[config.mk]
export PLATFORM = sky130hd
export DESIGN_NAME = sttw_front
export DESIGN_NICKNAME = d
export VERILOG_FILES = /design/src/hw/rtl/sttw_pkg.sv /design/src/hw/rtl/sttw_front.sv
export SDC_FILE = /design/constraint.sdc
export NUM_CORES = 1
export LEC_CHECK = 0
export ABC_CLOCK_PERIOD_IN_PS = 5360
export BUFFER_PORTS_ARGS = -buffer_cell sky130_fd_sc_hd__buf_4
export CORE_UTILIZATION = 47
export CTS_CLUSTER_DIAMETER = 60
export DETAILED_ROUTE_END_ITERATION = 6
export PLACE_DENSITY_LB_ADDON = 0.1
export SLEW_MARGIN = 20
export SYNTH_ARGS = -nofsm -noshare
export SYNTH_HDL_FRONTEND = slang
export SYNTH_SLANG_ARGS = --single-unit
[constraint.sdc]
create_clock -name clock -period 5.36 [get_ports clock]
set_clock_uncertainty 0.2 [all_clocks]
set_input_delay 0 -clock clock [delete_from_list [all_inputs] [get_ports clock]]
set_output_delay 0 -clock clock [all_outputs]
set_load 0.1 [all_outputs]
[src/hw/rtl/sttw_pkg.sv]
package sttw_pkg;

   localparam int QUEUE_DEPTH = 4;
   localparam int QA_W        = 2;
   localparam int EP_W        = 3;    // epoch mark on the channel count memory
   localparam int CHAN_Q_W    = 16;   // channel as carried through the queue
   localparam int CSR_ADDR_W  = 4;
   localparam int CSR_DATA_W  = 64;
   localparam logic [63:0] SPAN_RESET = 64'd1000;

   typedef enum logic [1:0] {
      OP_ADD     = 2'd0,
      OP_MOVE    = 2'd1,
      OP_RESTART = 2'd2,
      OP_CLEAR   = 2'd3
   } op_type;

   typedef enum logic [2:0] {
      CMD_HIT,
      CMD_ADD,
      CMD_MOVE,
      CMD_RESTART,
      CMD_CLEAR
   } kind_type;

   typedef struct packed {
      kind_type              kind;
      logic [63:0]           tstamp;
      logic [31:0]           adc;
      logic [CHAN_Q_W-1:0]   chan;
   } cmd_type;

endpackage

[src/hw/rtl/sttw_front.sv]
module sttw_front #(
   parameter int NUM_CHANNELS = 4096
) (
   input  logic                clock,
   input  logic                reset,
   input  logic                req_valid,
   output logic                req_stall,
   input  logic [1:0]          req_op,
   input  logic [63:0]         req_rec_start_time,
   input  logic [31:0]         req_rec_adc_sum,
   input  logic [11:0]         req_hit_chan,
   input  logic                req_hit_last,
   output logic                q_valid,
   output sttw_pkg::cmd_type   q_cmd,
   input  logic                q_pop
);

   sttw_pkg::cmd_type q_ff [sttw_pkg::QUEUE_DEPTH];
   logic [sttw_pkg::QA_W-1:0] wr_ff, wr_in, rd_ff, rd_in;
   logic [sttw_pkg::QA_W:0]   cnt_ff, cnt_in;
   sttw_pkg::cmd_type cmd;
   logic push, pop;

   // channel modulo the channel count: eight conditional subtracts of shifted copies
   function automatic logic [sttw_pkg::CHAN_Q_W-1:0] chan_wrap(input logic [11:0] c);
      logic [31:0] w;
      w = {20'd0, c};
      for (int k = 7; k >= 0; k--) begin
         if (w >= (32'(NUM_CHANNELS) << k)) begin
            w = w - (32'(NUM_CHANNELS) << k);
         end
      end
      return sttw_pkg::CHAN_Q_W'(w);
   endfunction

   always_comb begin
      cmd.tstamp = req_rec_start_time;
      cmd.adc    = req_rec_adc_sum;
      cmd.chan   = chan_wrap(req_hit_chan);
      if (sttw_pkg::op_type'(req_op) == sttw_pkg::OP_CLEAR) begin
         cmd.kind = sttw_pkg::CMD_CLEAR;
      end else if (!req_hit_last) begin
         cmd.kind = sttw_pkg::CMD_HIT;
      end else begin
         unique case (sttw_pkg::op_type'(req_op))
            sttw_pkg::OP_ADD:  cmd.kind = sttw_pkg::CMD_ADD;
            sttw_pkg::OP_MOVE: cmd.kind = sttw_pkg::CMD_MOVE;
            default:           cmd.kind = sttw_pkg::CMD_RESTART;
         endcase
      end
   end

   assign req_stall = (cnt_ff == (sttw_pkg::QA_W+1)'(sttw_pkg::QUEUE_DEPTH));
   assign push      = req_valid && !req_stall;
   assign q_valid   = (cnt_ff != '0);
   assign pop       = q_pop && q_valid;
   assign q_cmd     = q_ff[rd_ff];

   always_comb begin
      wr_in  = push ? wr_ff + 1'b1 : wr_ff;
      rd_in  = pop ? rd_ff + 1'b1 : rd_ff;
      cnt_in = cnt_ff + {{sttw_pkg::QA_W{1'b0}}, push} - {{sttw_pkg::QA_W{1'b0}}, pop};
   end

   always_ff @(posedge clock) begin
      if (reset) begin
         wr_ff  <= '0;
         rd_ff  <= '0;
         cnt_ff <= '0;
      end else begin
         wr_ff  <= wr_in;
         rd_ff  <= rd_in;
         cnt_ff <= cnt_in;
      end
      if (push) begin
         q_ff[wr_ff] <= cmd;
      end
   end

endmodule

==> impl_metrics.py <==
metrics = {
    "run_status": {
        "run_status": "completed",
    },
    "finish": {
        "layout_common_cells": "edfxtp_1, buf_4, dlygate4sd3_1, mux4_2, clkbuf_16",
        "mostFrequentLayoutCell": "edfxtp_1",
        "register_area_sq_um": 13500,
        "multi_input_area_sq_um": 2810,
        "final_net_count": 1216,
        "synthesis_to_layout_area_growth_pct": 34.4,
        "filler_cell_count": 2404,
        "final_layout_size_suffix_gt1_frac": 0.374,
        "design_area_final_sq_um": 22200,
    },
    "detailed_routing": {
        "wire_per_inst_microns": 21.1,
        "initialDrtViolationCount": 382,
        "route.antenna.remaining_nets": 0,
        "number_of_iterations_in_the_first_detailed_routing_pass": 6,
        "post_route_wl_microns": 33600,
        "drt_drc_violations_left": 0,
        "detail_route.vias_per_cell": 5.15,
        "dr_total_vias": 8178,
    },
    "placed_design": {
        "place_area_sq_um": 18700,
        "hpwl_microns": 19800,
        "io_buffer_count": 227,
        "gp_congestion": 0.753,
    },
    "sta": {
        "final.min_clock_period_ns": 3.05,
        "slew-limit-headroom": 0.343,
        "rsz0062_at_grt": "false",
        "timing.fmax_mhz": 328,
        "finalMaxSlewViolations": 0,
        "setup_violations": 0,
        "hold_violations": 0,
        "finalCritPeriodShare": 0.568,
        "max_slew.worst_pin.slew_ns": 0.986,
        "timing.setup.tns_ns": 0,
    },
    "worst_setup_path": {
        "crit_path_max_fanout": 58,
        "setup.worst_path.end_class": "output pin",
        "start_kind": "flop",
        "largest_incremental_delay_on_the_critical_path_ns": 0.86,
        "ff2ff_path_depth": 4,
        "critical_path_arrival_ns": 2.85,
        "critical_path.cell_chain": "buf_12 > mux4_2 > buf_4",
        "r2r_start": "cnt_ff[2]",
        "critical_path_class": "reg2out",
        "reg2reg_to": "q_ff[1][63]",
        "worstPathRequired_ns": 5.16,
        "ff2ff_setup_slack_ns": 2.46,
        "critical_path.slowest_cell": "dfxtp_4",
    },
    "logic_synthesis": {
        "yosys.area.top_type": "edfxtp_1",
        "synth.top_cells.by_area": "edfxtp_1, mux4_2, dfxtp_1, buf_6, ha_1",
        "synthesized_instance_count": 637,
        "yosysWarnings": 0,
        "ys_seq_area_frac": 0.817,
        "portion_of_synthesized_cell_area_occupied_by_the_leading_cell_type": 0.806,
        "avgSynthCellArea_sq_um": 26.0,
        "synth_cell_types": 24,
        "post_synth_instance_area_sq_um": 16500,
        "synthesis_stage_register_bit_count": 453,
    },
    "power_and_ir_drop": {
        "sw_frac_of_total": 0.408,
        "share_of_total_power_in_combinational_logic": 0.395,
        "power.clock.fraction": 0.254,
        "peakVddDrop_v": 0.000474,
        "cellPowerDensity_nw_per_um2": 566,
        "seq_power_share": 0.352,
        "report.power.total_mw": 12.6,
        "netSwitchingPower_mw": 5.13,
        "power.static_leakage_nw": 7.62,
        "internal-power_mw": 7.45,
    },
    "worst_hold_path": {
        "timing.hold.worst.start": "req_rec_start_time[55]",
        "hold_end": "q_ff[1][99]",
        "timing.hold.worst_path_depth": 2,
        "class_of_the_worst_hold_path": "in2reg",
    },
    "cts": {
        "cts.repair.resized": 0,
        "sink_count": 453,
        "tritoncts": "built",
        "cts-root-buf": "clkbuf_16",
        "path_clk_slew_ns": 0.06,
        "cts_max_level": 2,
        "cts_inserted_buffers": 47,
        "insertion_delay_ns": 0.54,
        "max-clock-path-buffers": 3,
    },
    "floorplan": {
        "floorplan.die_area_sq_um": 35900,
        "fp.dieW_microns": 190,
        "fp.dieH_microns": 190,
        "placement_rows": 68,
        "coreArea_sq_um": 34500,
        "io_pins": 232,
        "start_util": 0.479,
    },
    "grt": {
        "total_routing_resource_utilization_after_global_routing": 0.191,
        "grt_pass1_wl_microns": 51100,
        "globalRoute.totalOverflow": 0,
        "initial_antenna_violation_count": 4,
        "grt_start_max_net_pins": 61,
        "grt_pass1_vias": 8917,
    },
    "flow_run": {
        "timing.max_cap.violations": 0,
    },
}
[sequential cells by signal (all words and copies together) (netlist names), named ones only]
signal	flops
cnt_ff	3
q_ff	444
rd_ff	2
wr_ff	2
[worst max-delay path by stage]
stage               startpoint         end  cells past startpoint  slack, ns
finish                    flop   q_cmd[80]                      3       2.31
global route              flop   q_cmd[80]                      3       2.10
CTS                       flop   q_cmd[80]                      3       2.20
detailed placement   cnt_ff[1]  q_ff[1][3]                      4       2.42
global placement     cnt_ff[2]  q_ff[1][3]                      4       2.56
floorplan            cnt_ff[2]  q_ff[0][0]                      3       1.06
[power groups by stage]
| stage | logic (mW) | clock network (mW) | registers, mW |
|---|---|---|---|
| 2_1_floorplan | 4.02 | 0 | 4.41 |
| 3_3_place_gp | 4.87 | 0 | 4.48 |
| 3_5_place_dp | 4.89 | 0 | 4.51 |
| 4_1_cts | 5.02 | 3.27 | 4.43 |
| 5_1_grt | 5.12 | 3.40 | 4.46 |
| 6_report | 4.96 | 3.19 | 4.42 |
[layer usage]
layer	global-route usage	routed length (microns)	vias to the layer above
li1	-	-	3648
met1	0.247	13800	4250
met2	0.328	17400	227
met3	0.0415	1830	51
met4	0.0515	610	2
met5	0	10	-
[cell usage after synthesis]
cell type and number:
o21ai_0 1, buf_4 5, o31a_1 1, ha_1 6, conb_1 1, edfxtp_1 444, clkbuf_1 4, nor3b_1 1
and2_1 6, mux4_2 111, dfxtp_1 9, fa_1 1, nor2_1 5, mux2i_1 1, nor2b_1 3, xnor2_1 3
o311ai_0 1, buf_6 9, a21oi_1 1, or3_1 2, inv_1 7, nand2b_1 2, buf_2 11, xor2_1 2
[layout make-up]
cell class	count	area share
antenna	3	0.000338
clock buffer	62	0.0574
clock inverter	24	0.0111
inverter	7	0.00118
multi-input combinational	151	0.127
sequential	453	0.609
tap	455	0.0256
timing repair buffer	434	0.169
[logic make-up after synthesis]
kind of cell,share of synthesized area
flops,0.817
mux,0.152
buf+inv,0.0142
simple gates,0.00651
fa+ha+maj,0.00575
xor+xnor,0.00265
compound gates,0.00166
other cells,0.000227
[timing repair]
item	in CTS	in global routing
endpoints found under the hold margin	453	0
buffers inserted	0	0
hold buffers	195	0
[critical path: cells and delay by family, from the launching register on]
| family | cells | cell delay (ns) |
|---|---|---|
| buffers and inverters | 2 | 0.76 |
| muxes | 1 | 0.63 |
| DFF | 1 | 0.86 |
[per-stage QoR]
step	hold slack, ns	utilization	std cells	setup WS, ns
floorplan	-0.101	-	640	1.06
global placement	-0.000301	0.542	1305	2.56
detailed placement	0.00357	0.542	1305	2.42
CTS	0.00000810	0.643	1586	2.20
global route	0.0106	0.643	1588	2.10
finish	0.0282	0.643	1589	2.31
(Power assumes the default switching activity.)
